File: config.mk
export PLATFORM = sky130hd
export DESIGN_NAME = separator_string_splitter_core
export DESIGN_NICKNAME = d
export VERILOG_FILES = /design/src/design/ssplit_pkg.sv /design/src/design/ssplit_cfg.sv /design/src/design/ssplit_engine.sv /design/src/design/ssplit_out_reg.sv /design/src/design/separator_string_splitter_core.sv
export VERILOG_INCLUDE_DIRS = /design/src /design/src/design
export SDC_FILE = /design/constraint.sdc
export NUM_CORES = 1
export LEC_CHECK = 0
export BUFFER_PORTS_ARGS = -buffer_cell sky130_fd_sc_hd__buf_2
export CORE_UTILIZATION = 64
export CTS_CLUSTER_DIAMETER = 60
export CTS_CLUSTER_SIZE = 28
export DETAILED_ROUTE_END_ITERATION = 10
export PLACE_DENSITY = 0.86
export SLEW_MARGIN = 20
export SYNTH_ARGS = -nofsm -noshare
export SYNTH_HDL_FRONTEND = slang
export SYNTH_SLANG_ARGS = --single-unit
File: constraint.sdc
create_clock -name clk -period 8.4 [get_ports clk]
set_clock_uncertainty 0.05 [all_clocks]
set_input_delay 1.26 -clock clk [delete_from_list [all_inputs] [get_ports clk]]
set_output_delay 1.26 -clock clk [all_outputs]
set_load 0.01 [all_outputs]
File: src/design/assert_macros.svh
// ----------------------------------------------------------------------------
// assert_macros.svh
// Shared concurrent assertion macros for the separator string splitter.
// ----------------------------------------------------------------------------
`ifndef ASSERT_MACROS_SVH
`define ASSERT_MACROS_SVH

// Same-cycle implication, disabled while reset is high
`define SSPLIT_ASSERT_IMP(lbl, clk_s, rst_s, ante, cons, msg) \
  lbl: assert property (@(posedge clk_s) disable iff (rst_s) (ante) |-> (cons)) \
    else $error(msg);

// Next-cycle implication, disabled while reset is high
`define SSPLIT_ASSERT_NEXT(lbl, clk_s, rst_s, ante, cons, msg) \
  lbl: assert property (@(posedge clk_s) disable iff (rst_s) (ante) |=> (cons)) \
    else $error(msg);

`endif

File: src/design/ssplit_pkg.sv
// ----------------------------------------------------------------------------
// ssplit_pkg
// Types and constants shared by the separator string splitter modules.
// ----------------------------------------------------------------------------
`default_nettype none

package ssplit_pkg;

  // Largest separator the window can hold
  localparam int SEP_MAX     = 8;
  localparam int WIN_IDX_W   = ($clog2(SEP_MAX) > 0) ? $clog2(SEP_MAX) : 1;
  localparam int CNT_W       = $clog2(SEP_MAX + 1);

  // Register and port widths
  localparam int SEP_LEN_W   = 4;
  localparam int SEP_BYTES_W = 64;
  localparam int CFG_DATA_W  = 64;
  localparam int CFG_IDX_W   = 1;
  localparam int BYTE_W      = 8;
  localparam int OUT_USER_W  = 2;

  // Register indexes
  typedef enum logic [CFG_IDX_W-1:0] {
    REG_SEP_LEN   = 1'b0,
    REG_SEP_BYTES = 1'b1
  } cfg_reg_t;

  // Result kinds
  localparam logic KIND_DATA    = 1'b0;
  localparam logic KIND_SEG_END = 1'b1;

  // Effective separator setup seen by the engine
  typedef struct packed {
    logic [CNT_W-1:0]               sep_len;
    logic [SEP_MAX-1:0][BYTE_W-1:0] sep_bytes;
  } sep_cfg_t;

  // One result item
  typedef struct packed {
    logic [BYTE_W-1:0] out_byte;
    logic              kind;
    logic              final_segment;
    logic              last_of_run;
  } result_t;

endpackage

`default_nettype wire

File: src/design/ssplit_cfg.sv
// ----------------------------------------------------------------------------
// ssplit_cfg
// Separator registers and the clamped separator length.
// ----------------------------------------------------------------------------
`default_nettype none

module ssplit_cfg (
  input  wire logic                          clk,
  input  wire logic                          rst,
  input  wire logic                          cfg_we,
  input  wire ssplit_pkg::cfg_reg_t          cfg_index,
  input  wire logic [ssplit_pkg::CFG_DATA_W-1:0] cfg_data,
  output ssplit_pkg::sep_cfg_t               cfg
);
  import ssplit_pkg::*;

  logic [SEP_LEN_W-1:0]   sep_len;
  logic [SEP_BYTES_W-1:0] sep_bytes;

  // Decode register writes
  always_ff @(posedge clk) begin
    if (rst) begin
      sep_len   <= SEP_LEN_W'(1);
      sep_bytes <= SEP_BYTES_W'(44);
    end else if (cfg_we) begin
      unique case (cfg_index)
        REG_SEP_LEN:   sep_len   <= cfg_data[SEP_LEN_W-1:0];
        REG_SEP_BYTES: sep_bytes <= cfg_data[SEP_BYTES_W-1:0];
      endcase
    end
  end

  // Clamp length to 1..SEP_MAX
  always_comb begin
    if (sep_len == '0) begin
      cfg.sep_len = CNT_W'(1);
    end else if (sep_len > SEP_LEN_W'(SEP_MAX)) begin
      cfg.sep_len = CNT_W'(SEP_MAX);
    end else begin
      cfg.sep_len = CNT_W'(sep_len);
    end
    cfg.sep_bytes = sep_bytes[SEP_MAX*BYTE_W-1:0];
  end

endmodule

`default_nettype wire

File: src/design/ssplit_engine.sv
// ----------------------------------------------------------------------------
// ssplit_engine
// Input register, separator window and the per-cycle split step.
// ----------------------------------------------------------------------------
`default_nettype none
`include "assert_macros.svh"

module ssplit_engine (
  input  wire logic                          clk,
  input  wire logic                          rst,
  input  wire ssplit_pkg::sep_cfg_t          cfg,
  input  wire logic                          s_axis_tvalid,
  output logic                               s_axis_tready,
  input  wire logic [ssplit_pkg::BYTE_W-1:0] s_axis_tdata,   // [7:0] data_byte
  input  wire logic                          s_axis_tuser,   // [0] byte_present
  input  wire logic                          s_axis_tlast,   // source_end
  output logic                               res_valid,
  input  wire logic                          res_ready,
  output ssplit_pkg::result_t                res
);
  import ssplit_pkg::*;

  // Held request
  logic              in_valid;
  logic [BYTE_W-1:0] in_byte;
  logic              in_present;
  logic              in_end;
  logic              byte_done;

  // Split state
  logic [BYTE_W-1:0] window [SEP_MAX];
  logic [BYTE_W-1:0] window_next [SEP_MAX];
  logic [BYTE_W-1:0] win_app [SEP_MAX];
  logic [CNT_W-1:0]  count, count_next;
  logic              started, started_next;
  logic              byte_done_next;

  logic [SEP_MAX-1:0] sep_hit;
  logic               match;
  logic               full;
  logic               pres_pending;
  logic               has_res;
  logic               item_done;
  logic               step_fire;
  logic               in_accept;

  // Window with the held byte placed at the fill position, and separator compare
  always_comb begin
    for (int i = 0; i < SEP_MAX; i++) begin
      win_app[i] = (WIN_IDX_W'(i) == count[WIN_IDX_W-1:0]) ? in_byte : window[i];
      sep_hit[i] = (CNT_W'(i) >= cfg.sep_len) || (win_app[i] == cfg.sep_bytes[i]);
    end
    match = &sep_hit;
    full  = (CNT_W'(count + CNT_W'(1)) == cfg.sep_len);
  end

  // One step: at most one result per cycle
  always_comb begin
    pres_pending   = in_present && !byte_done;
    has_res        = 1'b0;
    item_done      = 1'b0;
    res            = '0;
    window_next    = window;
    count_next     = count;
    started_next   = started;
    byte_done_next = byte_done;

    if (pres_pending && (count >= cfg.sep_len)) begin
      // Drain bytes left over from a longer separator
      has_res      = 1'b1;
      res.out_byte = window[0];
      res.kind     = KIND_DATA;
      for (int i = 0; i < SEP_MAX - 1; i++) window_next[i] = window[i + 1];
      count_next   = count - CNT_W'(1);
    end else if (pres_pending) begin
      // Take the byte in
      started_next   = 1'b1;
      byte_done_next = 1'b1;
      item_done      = !in_end;
      if (full && match) begin
        has_res         = 1'b1;
        res.kind        = KIND_SEG_END;
        res.last_of_run = !in_end;
        count_next      = '0;
      end else if (full) begin
        has_res         = 1'b1;
        res.out_byte    = win_app[0];
        res.kind        = KIND_DATA;
        res.last_of_run = !in_end;
        for (int i = 0; i < SEP_MAX - 1; i++) window_next[i] = win_app[i + 1];
      end else begin
        window_next = win_app;
        count_next  = count + CNT_W'(1);
      end
    end else if (in_end && started) begin
      // Flush pending bytes, then close the source
      has_res = 1'b1;
      if (count != '0) begin
        res.out_byte = window[0];
        res.kind     = KIND_DATA;
        for (int i = 0; i < SEP_MAX - 1; i++) window_next[i] = window[i + 1];
        count_next   = count - CNT_W'(1);
      end else begin
        res.kind          = KIND_SEG_END;
        res.final_segment = 1'b1;
        res.last_of_run   = 1'b1;
        started_next      = 1'b0;
        item_done         = 1'b1;
      end
    end else begin
      item_done = 1'b1;
    end
  end

  // Handshakes
  assign res_valid     = in_valid && has_res;
  assign step_fire     = in_valid && (!has_res || res_ready);
  assign s_axis_tready = !in_valid || (step_fire && item_done);
  assign in_accept     = s_axis_tvalid && s_axis_tready;

  // Hold the request and advance the control state
  always_ff @(posedge clk) begin
    if (rst) begin
      in_valid  <= 1'b0;
      byte_done <= 1'b0;
      count     <= '0;
      started   <= 1'b0;
    end else begin
      if (in_accept) begin
        in_valid  <= 1'b1;
        byte_done <= 1'b0;
      end else if (step_fire) begin
        in_valid  <= !item_done;
        byte_done <= byte_done_next;
      end
      if (step_fire) begin
        count   <= count_next;
        started <= started_next;
      end
    end
  end

  // Payload registers
  always_ff @(posedge clk) begin
    if (in_accept) begin
      in_byte    <= s_axis_tdata;
      in_present <= s_axis_tuser;
      in_end     <= s_axis_tlast;
    end
    if (step_fire) begin
      window <= window_next;
    end
  end

  `SSPLIT_ASSERT_IMP(a_final_empty, clk, rst, res_valid && res.final_segment, count == '0, "final segment end issued with bytes pending")
  `SSPLIT_ASSERT_NEXT(a_final_clears, clk, rst, step_fire && res.final_segment, !started && count == '0, "source state not cleared after final segment end")
  `SSPLIT_ASSERT_IMP(a_match_end, clk, rst, res_valid && res.kind && !res.final_segment, pres_pending && full && match, "segment end without a separator match")

endmodule

`default_nettype wire

File: src/design/ssplit_out_reg.sv
// ----------------------------------------------------------------------------
// ssplit_out_reg
// Output register that holds one result until the downstream side takes it.
// ----------------------------------------------------------------------------
`default_nettype none

module ssplit_out_reg (
  input  wire logic                              clk,
  input  wire logic                              rst,
  input  wire logic                              res_valid,
  output logic                                   res_ready,
  input  wire ssplit_pkg::result_t               res,
  output logic                                   m_axis_tvalid,
  input  wire logic                              m_axis_tready,
  output logic [ssplit_pkg::BYTE_W-1:0]          m_axis_tdata,  // [7:0] out_byte
  output logic [ssplit_pkg::OUT_USER_W-1:0]      m_axis_tuser,  // [0] kind, [1] final_segment
  output logic                                   m_axis_tlast   // last_of_run
);
  import ssplit_pkg::*;

  result_t held;

  assign res_ready = !m_axis_tvalid || m_axis_tready;

  // Valid flag
  always_ff @(posedge clk) begin
    if (rst) begin
      m_axis_tvalid <= 1'b0;
    end else if (res_ready) begin
      m_axis_tvalid <= res_valid;
    end
  end

  // Load a new result when the slot frees up
  always_ff @(posedge clk) begin
    if (res_valid && res_ready) begin
      held <= res;
    end
  end

  assign m_axis_tdata = held.out_byte;
  assign m_axis_tuser = {held.final_segment, held.kind};
  assign m_axis_tlast = held.last_of_run;

endmodule

`default_nettype wire

File: src/design/separator_string_splitter_core.sv
// ----------------------------------------------------------------------------
// separator_string_splitter_core
// Splits a byte stream at a configured separator of 1 to 8 bytes.
// ----------------------------------------------------------------------------
// Each request carries at most one source byte (tuser) and may close the
// source (tlast). While the output is not stalled, the core emits one
// result per cycle through a single output register: segment bytes
// (tuser[0] = 0), delayed by up to separator length - 1 bytes, and
// segment-end marks (tuser[0] = 1, with tuser[1] set on the mark that
// closes the source); tlast flags the last result of each request. The
// byte of a request yields at most one result, and a request that yields
// several results is held until each has gone out. Closing a source first
// emits the pending bytes and then the final segment-end mark, after the
// byte itself is taken in when the closing request also carries one.
// After the separator length is lowered mid-source, the next byte first
// drains the surplus pending bytes as segment bytes. Separator registers
// may be written only while the core is idle; the window has no clearing
// pass and accepts a request in the first cycle after reset.
// ----------------------------------------------------------------------------
`default_nettype none

module separator_string_splitter_core (
  input  wire logic                              clk,
  input  wire logic                              rst,
  input  wire logic                              cfg_we,
  input  wire ssplit_pkg::cfg_reg_t              cfg_index,
  input  wire logic [ssplit_pkg::CFG_DATA_W-1:0] cfg_data,
  input  wire logic                              s_axis_tvalid,
  output logic                                   s_axis_tready,
  input  wire logic [ssplit_pkg::BYTE_W-1:0]     s_axis_tdata,  // [7:0] data_byte
  input  wire logic                              s_axis_tuser,  // [0] byte_present
  input  wire logic                              s_axis_tlast,  // source_end
  output logic                                   m_axis_tvalid,
  input  wire logic                              m_axis_tready,
  output logic [ssplit_pkg::BYTE_W-1:0]          m_axis_tdata,  // [7:0] out_byte
  output logic [ssplit_pkg::OUT_USER_W-1:0]      m_axis_tuser,  // [0] kind, [1] final_segment
  output logic                                   m_axis_tlast   // last_of_run
);
  import ssplit_pkg::*;

  sep_cfg_t cfg;
  result_t  res;
  logic     res_valid;
  logic     res_ready;

  ssplit_cfg u_cfg (
    .clk       (clk),
    .rst       (rst),
    .cfg_we    (cfg_we),
    .cfg_index (cfg_index),
    .cfg_data  (cfg_data),
    .cfg       (cfg)
  );

  ssplit_engine u_engine (
    .clk           (clk),
    .rst           (rst),
    .cfg           (cfg),
    .s_axis_tvalid (s_axis_tvalid),
    .s_axis_tready (s_axis_tready),
    .s_axis_tdata  (s_axis_tdata),
    .s_axis_tuser  (s_axis_tuser),
    .s_axis_tlast  (s_axis_tlast),
    .res_valid     (res_valid),
    .res_ready     (res_ready),
    .res           (res)
  );

  ssplit_out_reg u_out_reg (
    .clk           (clk),
    .rst           (rst),
    .res_valid     (res_valid),
    .res_ready     (res_ready),
    .res           (res),
    .m_axis_tvalid (m_axis_tvalid),
    .m_axis_tready (m_axis_tready),
    .m_axis_tdata  (m_axis_tdata),
    .m_axis_tuser  (m_axis_tuser),
    .m_axis_tlast  (m_axis_tlast)
  );

endmodule

`default_nettype wire
==> results_dict.tcl <==
set metrics [dict create \
    htreeDepth 4 \
    nets 1181 \
    synth_cells 1044 \
    track_usage 0.358 \
    critPathArrivalTime_ps 4590 \
    status "finished, violations left" \
    routedWlPerCell_um 20.1 \
    hold_viol 0 \
    fin_crit_ps 4460 \
    start_util 0.655 \
    grt_max_degree 76 \
    clk_latency_ps 440 \
    grt_pass1_vias 7600 \
    maxCapViolCount 0 \
    setup-violations-final 0 \
    peakVddDrop_mv 0.201 \
    wl_um 25700 \
    synth_ff_type "edfxtp_1" \
    globalRoute.totalOverflow 0 \
    post-route-util 0.727 \
    end_kind "register" \
    fin_setup_tns_ps 0 \
    die_w_um 121 \
    critPathMaxFanout 40 \
    cts_setup_buffers 0 \
    rsz0062_at_grt "no" \
    cts_sinks 161 \
    drc 2 \
    fin_crit_sh 0.531 \
    synthToLayoutAreaGrowth_pct 11.1 \
    rr_startpoint "u_engine.count[0]$_SDFFE_PP0P_" \
    min_from "u_cfg.sep_bytes[55]$_SDFFE_PP0P_" \
    drt_iter0_markers 1206 \
    cp.required_ps 8530 \
    antenna_found_initial 0 \
    synthesis.nets 1135 \
    synth_edf_count 85 \
    yosys_warnings 0 \
    drive_gt1_frac 0.141 \
    cts.repair.resized 0 \
    clockBufferDepth 2 \
    detail_route.vias_per_cell 6.52 \
    clk_pin_slew_ps 60 \
    seq_area_frac_synth 0.450 \
    powerDensity_nw_per_um2 249 \
    postPlaceCellArea_um2 9510 \
    dieArea_um2 14600 \
    syn-cell-area_um2 9050 \
    core_um2 13800 \
    port_buffers 92 \
    antenna_cells 0 \
    maxSlewViolCount 0 \
    postRouteAntennaNets 0 \
    synth_seq_cells 161 \
    gp_congestion 0.949 \
    hpwl_um 16200 \
    fin_area_um2 10100 \
    hold_path_class "reg -> reg" \
    grt_pass1_wl_um 40100 \
    crit_slowest_cell "nor2b_1" \
    cts_tree "done" \
    maxSlewHeadroom 0.311 \
    drtPass1Iterations 11 \
    setup.worst_path.start "u_engine.count[0]$_SDFFE_PP0P_" \
    cp-start-kind "register" \
    row_count 43 \
    ios 93 \
    crit_type "reg -> reg" \
    num_vias 8363 \
    path_cells "inv_1, ha_1, nor2b_1, mux2i_1, xnor2_1, nor4_1, nand4_1, nor3_2, nand2_1, buf_4, and2_1, a32o_1" \
    violations "DRC" \
    hold_buffers 0 \
    tightest_slew_ps 1030 \
    die_h_um 121 \
    synth.avg_cell_area_um2 8.67 \
    fmax_mhz 224 \
    async_flop_share 0 \
    max_stage_delay_ps 860 \
    cts-root-buf "clkbuf_16" \
    synthDistinctLibCells 62 \
    cts_made_buffers 17 \
    p_leak_nw 3.95 \
]
==> synth_stat cells (all sizes together), types with 5 or more instances <==
cell type | n | area, um^2
dfxtp | 76 | 1520
a22oi | 6 | 45.0
a32o | 8 | 80.1
o22ai | 22 | 138
inv | 44 | 165
nand2b | 10 | 70.1
a21oi | 128 | 644
a221o | 13 | 130
nor2b | 11 | 68.8
mux2 | 9 | 101
xnor2 | 25 | 219
o21ai | 46 | 230
nand4 | 6 | 37.5
mux2i | 43 | 447
a31oi | 15 | 93.8
ha | 11 | 138
a221oi | 5 | 43.8
nand3 | 14 | 70.1
nor2 | 78 | 293
buf | 20 | 121
clkbuf | 55 | 206
o221ai | 5 | 43.8
nor4 | 9 | 62.6
edfxtp | 85 | 2550
xor2 | 22 | 193
and3 | 6 | 37.5
nand2 | 199 | 749
and2 | 8 | 50.1
nor3 | 16 | 90.1
a21o | 8 | 60.1
==> stage by stage <==
stage	hold WS, ps	cells	setup slack [ps]	power [W]
detailed placement	412	1251	4260	0.00174
floorplan	398	1044	2830	0.00156
CTS	425	1283	4140	0.00247
global placement	408	1251	4540	0.00173
finish	423	1283	3940	0.00250
global route	437	1283	3860	0.00260
==> area by class of cell <==
type | count | area, um^2
Sequential cell | 161 | 4070
Timing Repair Buffer | 102 | 536
Tap cell | 180 | 225
Multi-Input combinational cell | 764 | 4510
Inverter | 44 | 165
Fill cell | 1001 | 3780
Clock buffer | 18 | 429
Clock inverter | 14 | 114
==> where the power goes <==
group          total (W)  internal [W]  switching, W
registers        0.00101      0.000933     0.0000735
logic           0.000768      0.000274      0.000494
clock network   0.000729      0.000406      0.000323
total            0.00250       0.00161      0.000890
==> cell usage in the layout, fill, tap and decap left out, types with 15 or more instances in the layout <==
| cell type | count |
|---|---|
| nand2_1 | 197 |
| a21oi_1 | 126 |
| buf_2 | 92 |
| edfxtp_1 | 85 |
| nor2_1 | 78 |
| dfxtp_1 | 76 |
| o21ai_0 | 46 |
| inv_1 | 44 |
| mux2i_1 | 41 |
| xnor2_1 | 25 |
| xor2_1 | 22 |
| o22ai_1 | 22 |
| clkbuf_16 | 17 |
| a31oi_1 | 15 |
==> sequential cells by signal, indices dropped and copies added (netlist names) <==
name                     count
u_cfg.sep_bytes             64
u_cfg.sep_len                4
u_engine.byte_done           1
u_engine.count               4
u_engine.in_byte             8
u_engine.in_end              1
u_engine.in_present          1
u_engine.in_valid            1
u_engine.started             1
u_engine.window             64
u_out_reg.m_axis_tdata       8
u_out_reg.m_axis_tlast       1
u_out_reg.m_axis_tuser       2
u_out_reg.m_axis_tvalid      1
==> critical path: cells and delay by family, from the launching register on <==
family                   cells  cell delay (ps)
XOR/XNOR                     1              110
AND/OR/NAND/NOR              6             2150
flip-flops                   1              380
multiplexers                 1              400
adder cells (fa/ha/maj)      1              320
buffers and inverters        2              470
AO/OA/AOI/OAI                1              310
==> layer usage <==
metal  vias to the layer above  global-route usage  share of wire
met5                         -                   0              0
met4                         0               0.157          0.041
met3                       113              0.0879           0.12
met2                       620               0.573           0.47
met1                      3822               0.462           0.37
li1                       3808                   -              -
==> cells by family (layout without fill, tap and decap cells) <==
family | Yosys count | count (layout) | synth area share
compound gates | 293 | 293 | 0.202
xor+xnor | 47 | 47 | 0.0455
fa+ha+maj | 11 | 11 | 0.0152
buf+inv | 119 | 178 | 0.0545
flops | 161 | 161 | 0.450
mux | 52 | 52 | 0.0606
simple gates | 361 | 361 | 0.172
==> worst paths after layout <==
| path | depth (start not counted) | endpoint | slack [ps] |
|---|---|---|---|
| setup / recovery | 12 | u_out_reg.m_axis_tdata[6]$_DFFE_PP_ | 3940 |
| hold / removal | 2 | u_cfg.sep_bytes[55]$_SDFFE_PP0P_ | 420 |
| setup reg to reg | 12 | u_out_reg.m_axis_tdata[6]$_DFFE_PP_ | 3940 |
| hold reg to reg | 2 | u_cfg.sep_bytes[55]$_SDFFE_PP0P_ | 420 |
(Power assumes the default switching activity.)
